[config.mk]
export PLATFORM = sky130hd
export DESIGN_NAME = ncd_controller
export DESIGN_NICKNAME = d
export VERILOG_FILES = /design/src/design/ncd_pkg.sv /design/src/design/ncd_controller.sv
export SDC_FILE = /design/constraint.sdc
export NUM_CORES = 1
export LEC_CHECK = 0
export ABC_AREA = 0
export BUFFER_PORTS_ARGS = -buffer_cell sky130_fd_sc_hd__buf_4
export CORE_AREA = 4 4 41 43
export DETAILED_ROUTE_END_ITERATION = 12
export DIE_AREA = 0 0 45 47
export GPL_TIMING_DRIVEN = 0
export SETUP_SLACK_MARGIN = 0.4
export SYNTH_ARGS = -nofsm -noshare
export SYNTH_HDL_FRONTEND = slang
export SYNTH_SLANG_ARGS = --single-unit
[constraint.sdc]
create_clock -name clk -period 2.95 [get_ports clk]
set_input_delay 0.59 -clock clk [delete_from_list [all_inputs] [get_ports clk]]
set_output_delay 0.59 -clock clk [all_outputs]
set_load 0.005 [all_outputs]
[src/design/ncd_pkg.sv]
// Shared types, constants and control bundles of the negative cycle detector.
`timescale 1ns / 1ps

package ncd_pkg;

    localparam int MaxNodesDefault = 512;
    localparam int MaxEdgesDefault = 8192;

    localparam int NodeW   = 10;
    localparam int CostW   = 14;
    localparam int WeightW = 15;
    localparam int DistW   = 24;

    localparam logic ReqTwoWay = 1'b0;
    localparam logic ReqOneWay = 1'b1;

    typedef struct packed {
        logic             req_type;
        logic [NodeW-1:0] src_node;
        logic [NodeW-1:0] dst_node;
        logic [CostW-1:0] travel_time;
        logic             last_edge;
    } edge_req_t;

    typedef struct packed {
        logic has_negative_cycle;
        logic edge_overflow;
    } cycle_result_t;

    typedef enum logic [2:0] {
        ST_IDLE,
        ST_SECOND,
        ST_CLEAR,
        ST_PASS_START,
        ST_FETCH,
        ST_RELAX,
        ST_PASS_END,
        ST_DONE
    } ncd_state_t;

    typedef struct packed {
        logic store_first;
        logic store_second;
        logic clr_init;
        logic clr_step;
        logic pass_init;
        logic pass_step;
        logic idx_init;
        logic idx_step;
        logic fetch;
        logic relax;
        logic res_load;
        logic res_val;
        logic out_load;
    } ncd_cmd_t;

    typedef struct packed {
        logic in_two_way;
        logic in_last;
        logic hold_last;
        logic clr_done;
        logic total_zero;
        logic idx_last;
        logic relax_floor;
        logic pass_last;
        logic changed;
        logic out_free;
    } ncd_status_t;

endpackage

[src/design/ncd_controller.sv]
// Controller: sequences edge loading, distance clearing and relaxation passes.
`timescale 1ns / 1ps

module ncd_controller
    import ncd_pkg::*;
(
    input  logic        clk,
    input  logic        rst_n,
    input  logic        in_valid,
    output logic        in_ready,
    input  ncd_status_t status,
    output ncd_cmd_t    cmd
);

    ncd_state_t state_reg, state_next;
    logic       accept;

    assign in_ready = (state_reg == ST_IDLE);
    assign accept   = in_valid && in_ready;

    always_ff @(posedge clk or negedge rst_n)
    begin
        if (!rst_n)
        begin
            state_reg <= ST_IDLE;
        end
        else
        begin
            state_reg <= state_next;
        end
    end

    always_comb
    begin
        state_next = state_reg;
        unique case (state_reg)
            ST_IDLE:
            begin
                if (accept)
                begin
                    if (status.in_two_way)
                    begin
                        state_next = ST_SECOND;
                    end
                    else if (status.in_last)
                    begin
                        state_next = ST_CLEAR;
                    end
                end
            end
            ST_SECOND:
            begin
                state_next = status.hold_last ? ST_CLEAR : ST_IDLE;
            end
            ST_CLEAR:
            begin
                if (status.clr_done)
                begin
                    state_next = ST_PASS_START;
                end
            end
            ST_PASS_START:
            begin
                state_next = status.total_zero ? ST_PASS_END : ST_FETCH;
            end
            ST_FETCH:
            begin
                state_next = ST_RELAX;
            end
            ST_RELAX:
            begin
                if (status.relax_floor)
                begin
                    state_next = ST_DONE;
                end
                else if (status.idx_last)
                begin
                    state_next = ST_PASS_END;
                end
                else
                begin
                    state_next = ST_FETCH;
                end
            end
            ST_PASS_END:
            begin
                if (!status.changed || status.pass_last)
                begin
                    state_next = ST_DONE;
                end
                else
                begin
                    state_next = ST_PASS_START;
                end
            end
            ST_DONE:
            begin
                if (status.out_free)
                begin
                    state_next = ST_IDLE;
                end
            end
            default:
            begin
                state_next = ST_IDLE;
            end
        endcase
    end

    always_comb
    begin
        cmd = '0;
        unique case (state_reg)
            ST_IDLE:
            begin
                cmd.store_first = accept;
                cmd.clr_init    = accept && !status.in_two_way && status.in_last;
            end
            ST_SECOND:
            begin
                cmd.store_second = 1'b1;
                cmd.clr_init     = status.hold_last;
            end
            ST_CLEAR:
            begin
                cmd.clr_step  = !status.clr_done;
                cmd.pass_init = status.clr_done;
                // last node is cleared in this cycle as well
                if (status.clr_done)
                begin
                    cmd.clr_step = 1'b1;
                end
            end
            ST_PASS_START:
            begin
                cmd.idx_init = 1'b1;
            end
            ST_FETCH:
            begin
                cmd.fetch = 1'b1;
            end
            ST_RELAX:
            begin
                cmd.relax = 1'b1;
                if (status.relax_floor)
                begin
                    cmd.res_load = 1'b1;
                    cmd.res_val  = 1'b1;
                end
                else if (!status.idx_last)
                begin
                    cmd.idx_step = 1'b1;
                end
            end
            ST_PASS_END:
            begin
                if (!status.changed)
                begin
                    cmd.res_load = 1'b1;
                    cmd.res_val  = 1'b0;
                end
                else if (status.pass_last)
                begin
                    cmd.res_load = 1'b1;
                    cmd.res_val  = 1'b1;
                end
                else
                begin
                    cmd.pass_step = 1'b1;
                end
            end
            ST_DONE:
            begin
                cmd.out_load = status.out_free;
            end
            default:
            begin
                cmd = '0;
            end
        endcase
    end

endmodule

### Yosys cells after proc, flatten, opt, wreduce, memory -nomap -nowiden

Index checks and enable logic that the tools add are counted.
Widths: inputs -> output; s select.

| cells by class | value |
|---|---|
| equal/unequal tests | 11 |
| multiplexer cells | 30 |
| reductions and logical operators | 9 |

Operator list:

| kind | number |
|---|---|
| $pmux 3 s8 | 1 |
| $mux 3 | 6 |
| $mux 2 | 8 |
| $mux 1 | 13 |
| $eq 3x3->1 const B | 4 |
| $eq 3x2->1 const B | 2 |
| $ne 2x2->1 const B | 2 |
| $pmux 2 s2 | 1 |
| $reduce_and 4->1 | 1 |
| $eq 3x1->1 const B | 1 |
| $logic_and 1x1->1 | 3 |
| $logic_not 1->1 | 3 |
| $logic_not 3->1 | 1 |
| $ne 3x1->1 const B | 1 |
| $ne 2x1->1 const B | 1 |
| $pmux 1 s2 | 1 |
| $logic_or 1x1->1 | 1 |

| storage, ports and cells | value |
|---|---|
| bits in registers | 3 |
| output and inout bits | 14 |
| logic and storage cells | 51 |

### Logic depth before layout (Yosys ltp)

| depth | value |
|---|---|
| word-level depth | 5 |
| gate-level depth with buffers | 4 |

### Worst setup path after synthesis

Ideal clock, no wire load.

| timing | value |
|---|---|
| kind | reg2out |
| start point | register state_reg[0] |
| end point | output port cmd[10] (netlist bit) |
| arrival time | 1.073 ns |
| required time | 2.360 ns |
| setup slack | 1.287 ns |
| cell stages (with the launch flop) | 5 |
| buffers on the path | 1 |
| path through | dfrtp_1 -> buf_6 -> nor3_2 -> and2_1 -> a32o_1 |

RTL lines:

| item | RTL line | source |
|---|---|---|
| from (decl) | ncd_controller.sv:15 | `ncd_state_t state_reg, state_next;` |
| from (signal assigned) | ncd_controller.sv:29 | `state_reg <= state_next;` |
| to (decl) | ncd_controller.sv:12 | `output ncd_cmd_t cmd` |

==> impl_results.rst <==
.. list-table::
   :header-rows: 1

   * - Metric
     - Value
   * - Run status
     - finished, final reports clean
   * - Largest net degree at the start of global routing
     - 11
   * - Root buffer cell
     - sky130_fd_sc_hd__clkbuf_4
   * - Layout Nets
     - 91
   * - Effective utilization at floorplan
     - 26.35%
   * - Kind of start point of the critical path
     - flip-flop
   * - Count of TritonRoute iterations in the first routing pass
     - 4
   * - Via count of the first global-routing pass
     - 422
   * - Die area
     - 2115 um^2
   * - Number of max-slew violations in the final report
     - 0
   * - Drt first-iter violations
     - 9
   * - Highest net fanout along the worst path
     - 10
   * - Distinct cells, synth
     - 23
   * - Count of antenna diodes in the layout
     - 0
   * - Critical path required time
     - 2.36 ns
   * - Cell count of the worst reg-to-reg path
     - 4
   * - Boundary pin count
     - 27
   * - Latest clock arrival within the worst-skew pair
     - 0.24 ns
   * - Horizontal die dimension
     - 45 um
   * - Maximum buffer depth of the clock tree
     - 2
   * - Data arrival time of the critical path
     - 1.44 ns
   * - Vias per cell
     - 4.989
   * - Gr ovfl total
     - 0
   * - Setup repair after global routing missed its margin
     - no
   * - TritonCTS clock tree
     - built
   * - Post-Syn Instances
     - 47
   * - Total DRC errors in the routed layout
     - 0
   * - Maximum VDD drop
     - 0.2892 mV
   * - Leakage power total
     - 0.2938 nW
   * - Class of the most critical setup path
     - reg2out
   * - Clock slew seen by the registers of the worst setup and hold paths
     - 0.04 ns
   * - Final clock period utilization by the worst path
     - 68.82%
   * - Worst setup skew after layout
     - 0.003073 ns
   * - Mapped Area
     - 342.8 um^2
   * - Worst Tran Pin Value
     - 0.3695 ns
   * - Antenna violations before repair
     - 0
   * - Pre-CTS worst setup slack
     - 1.113 ns
   * - Wire length of the first global-routing pass
     - 1.759 mm
   * - Hold-fix buffers at CTS
     - 0
   * - CTS Sinks
     - 3
   * - Number of input and output port buffers inserted
     - 26
   * - Max FFs per register
     - 3
   * - Number of buffers inserted by post-CTS setup repair
     - 0
   * - Area of the core
     - 1301 um^2
   * - Sum of negative setup slack
     - 0 ns
   * - Hold Vio Cnt, Final
     - 0
   * - Sequential fraction of the synthesis area
     - 21.90%
   * - Tot GR Track Use
     - 11.95%
   * - Wire length per cell after detailed routing
     - 11.66 um
   * - Final RePlAce weighted congestion
     - 0.7393
   * - Area growth, synth to finish
     - 70.07%
   * - Relative max-transition margin
     - 75.37%
   * - Total wire length
     - 1.073 mm
   * - Fraction of layout instances using a drive strength above 1
     - 41.56%
   * - Register bit total from synthesis
     - 3
   * - Startpoint of the worst-slack reg-to-reg timing path
     - state_reg[0]
   * - Reg2reg end
     - state_reg[1]
   * - Number of rows created at floorplan
     - 13
   * - Achievable clock frequency
     - 0.4926 GHz
   * - Min-Delay Path Class
     - in2async
   * - Register-to-Register Setup Slack
     - 1.62 ns
   * - Post-Synthesis Mean Instance Area
     - 7.294 um^2
   * - Number of nets in the synthesized netlist
     - 60
   * - Remaining antenna violation count after routing
     - 0
   * - Estimated wirelength of the detail-placed design
     - 834.8 um
   * - Max_cap viols
     - 0
   * - Height of the die
     - 47 um
   * - Final setup violation count
     - 0
   * - Number of vias in the routed layout
     - 459
   * - Clock H-tree levels
     - 1
   * - Capturing element type of the critical path
     - primary output
   * - Number of buffers created by CTS
     - 3
   * - Worst-case setup margin in the final layout
     - 0.9199 ns
   * - Areal power density over the cells
     - 861.8 nW/um^2
   * - Clock period minus final worst setup slack
     - 2.030 ns
   * - Count of instances resized after the clock tree is built
     - 0
   * - Number of warnings issued by yosys
     - 0
==> metrics by stage <==
| stage | power (W) | area, um^2 | hold WS (ns) | util [%] | instances |
|---|---|---|---|---|---|
| detailed placement | 0.0004315 | 556.8 | 0.3841 | 42.79 | 88 |
| CTS | 0.0005086 | 583.1 | 0.1291 | 44.81 | 92 |
| finish | 0.0005025 | 583.1 | 0.1312 | 44.81 | 92 |
| global placement | 0.0004302 | 556.8 | 0.3806 | 42.79 | 88 |
| floorplan | 0.0002948 | 342.8 | 0.2944 | - | 47 |
| global route | 0.0005540 | 583.1 | 0.1264 | 44.81 | 92 |
==> synth_stat cells <==
master                      number  area, um^2
sky130_fd_sc_hd__nand3b_1        1       7.510
sky130_fd_sc_hd__clkbuf_1        1       3.750
sky130_fd_sc_hd__o21ai_1         2       10.01
sky130_fd_sc_hd__nand3_1         1       5.000
sky130_fd_sc_hd__and3_1          2       12.51
sky130_fd_sc_hd__a2bb2oi_1       1       8.760
sky130_fd_sc_hd__buf_6           1       11.26
sky130_fd_sc_hd__a21bo_1         1       10.01
sky130_fd_sc_hd__and2_1          5       31.28
sky130_fd_sc_hd__a21boi_1        2       15.01
sky130_fd_sc_hd__o21ai_0         2       10.01
sky130_fd_sc_hd__inv_1           1       3.750
sky130_fd_sc_hd__nor2b_1         5       31.28
sky130_fd_sc_hd__nand2_1         5       18.77
sky130_fd_sc_hd__a222oi_1        1       10.01
sky130_fd_sc_hd__buf_4           1       7.510
sky130_fd_sc_hd__nand2b_1        1       6.260
sky130_fd_sc_hd__a21oi_1         2       10.01
sky130_fd_sc_hd__nor2_1          5       18.77
sky130_fd_sc_hd__nor3_2          1       10.01
sky130_fd_sc_hd__dfrtp_1         3       75.07
sky130_fd_sc_hd__a32o_1          2       20.02
sky130_fd_sc_hd__or2_1           1       6.260
==> critical path, cell delays in order, from the launching register on <==
cell                      delay [ns]
sky130_fd_sc_hd__dfrtp_1        0.33
sky130_fd_sc_hd__buf_6          0.13
sky130_fd_sc_hd__nor2b_1        0.27
sky130_fd_sc_hd__nor2b_1        0.22
sky130_fd_sc_hd__a32o_1         0.14
sky130_fd_sc_hd__buf_4          0.10
==> layout by cell type (no fill, tap or decap), drive strengths merged <==
| master | netlist | layout |
|---|---|---|
| nand3 | 1 | 1 |
| a222oi | 1 | 1 |
| dfrtp | 3 | 3 |
| inv | 1 | 1 |
| nand2b | 1 | 1 |
| nor2 | 5 | 5 |
| nor2b | 5 | 5 |
| buf | 2 | 28 |
| nand2 | 5 | 5 |
| o21ai | 4 | 4 |
| nand3b | 1 | 1 |
| and2 | 5 | 5 |
| or2 | 1 | 1 |
| a21bo | 1 | 1 |
| a21oi | 2 | 2 |
| nor3 | 1 | 1 |
| a32o | 2 | 2 |
| and3 | 2 | 2 |
| clkbuf | 1 | 5 |
| a21boi | 2 | 2 |
| a2bb2oi | 1 | 1 |
==> logic make-up (layout without fill, tap and decap cells) <==
group / after synthesis / after routing / synth area share [%]
AO/OA/AOI/OAI: 13 / 13 / 27.37
AND/OR/NAND/NOR: 27 / 27 / 43.07
flip-flops: 3 / 3 / 21.90
buffers and inverters: 4 / 34 / 7.663
==> cell type report <==
type	count	area, um^2
fillers	144	718.2
multi-input cells	40	241.5
repair buffers	26	195.2
inverters	1	3.754
clock buffers	4	26.28
well taps	15	18.77
flip-flops and latches	3	75.07
plain buffers	3	22.52
==> report_power, final <==
part | switching, W | total, W | leakage (nW) | internal [W]
combinational | 0.000153 | 0.000340 | 0.244 | 0.000187
sequential | 0.0000243 | 0.0000877 | 0.0352 | 0.0000634
clock | 0.0000239 | 0.0000747 | 0.0150 | 0.0000509
==> metal layers <==
metal	wire length [um]	track usage, %
met4	48	14.04
met2	493	18.08
met3	122	2.299
met5	0	0
met1	409	13.01
==> worst max path at each step <==
stage	startpoint	end	slack, ns
finish	state_reg[0]	cmd[10]	0.92
global route	state_reg[0]	cmd[10]	0.77
CTS	state_reg[0]	cmd[10]	0.92
detailed placement	status[1]	cmd[2]	1.11
global placement	status[1]	cmd[2]	1.11
floorplan	state_reg[0]	cmd[10]	1.29
Power figures use the tool's default switching activity.
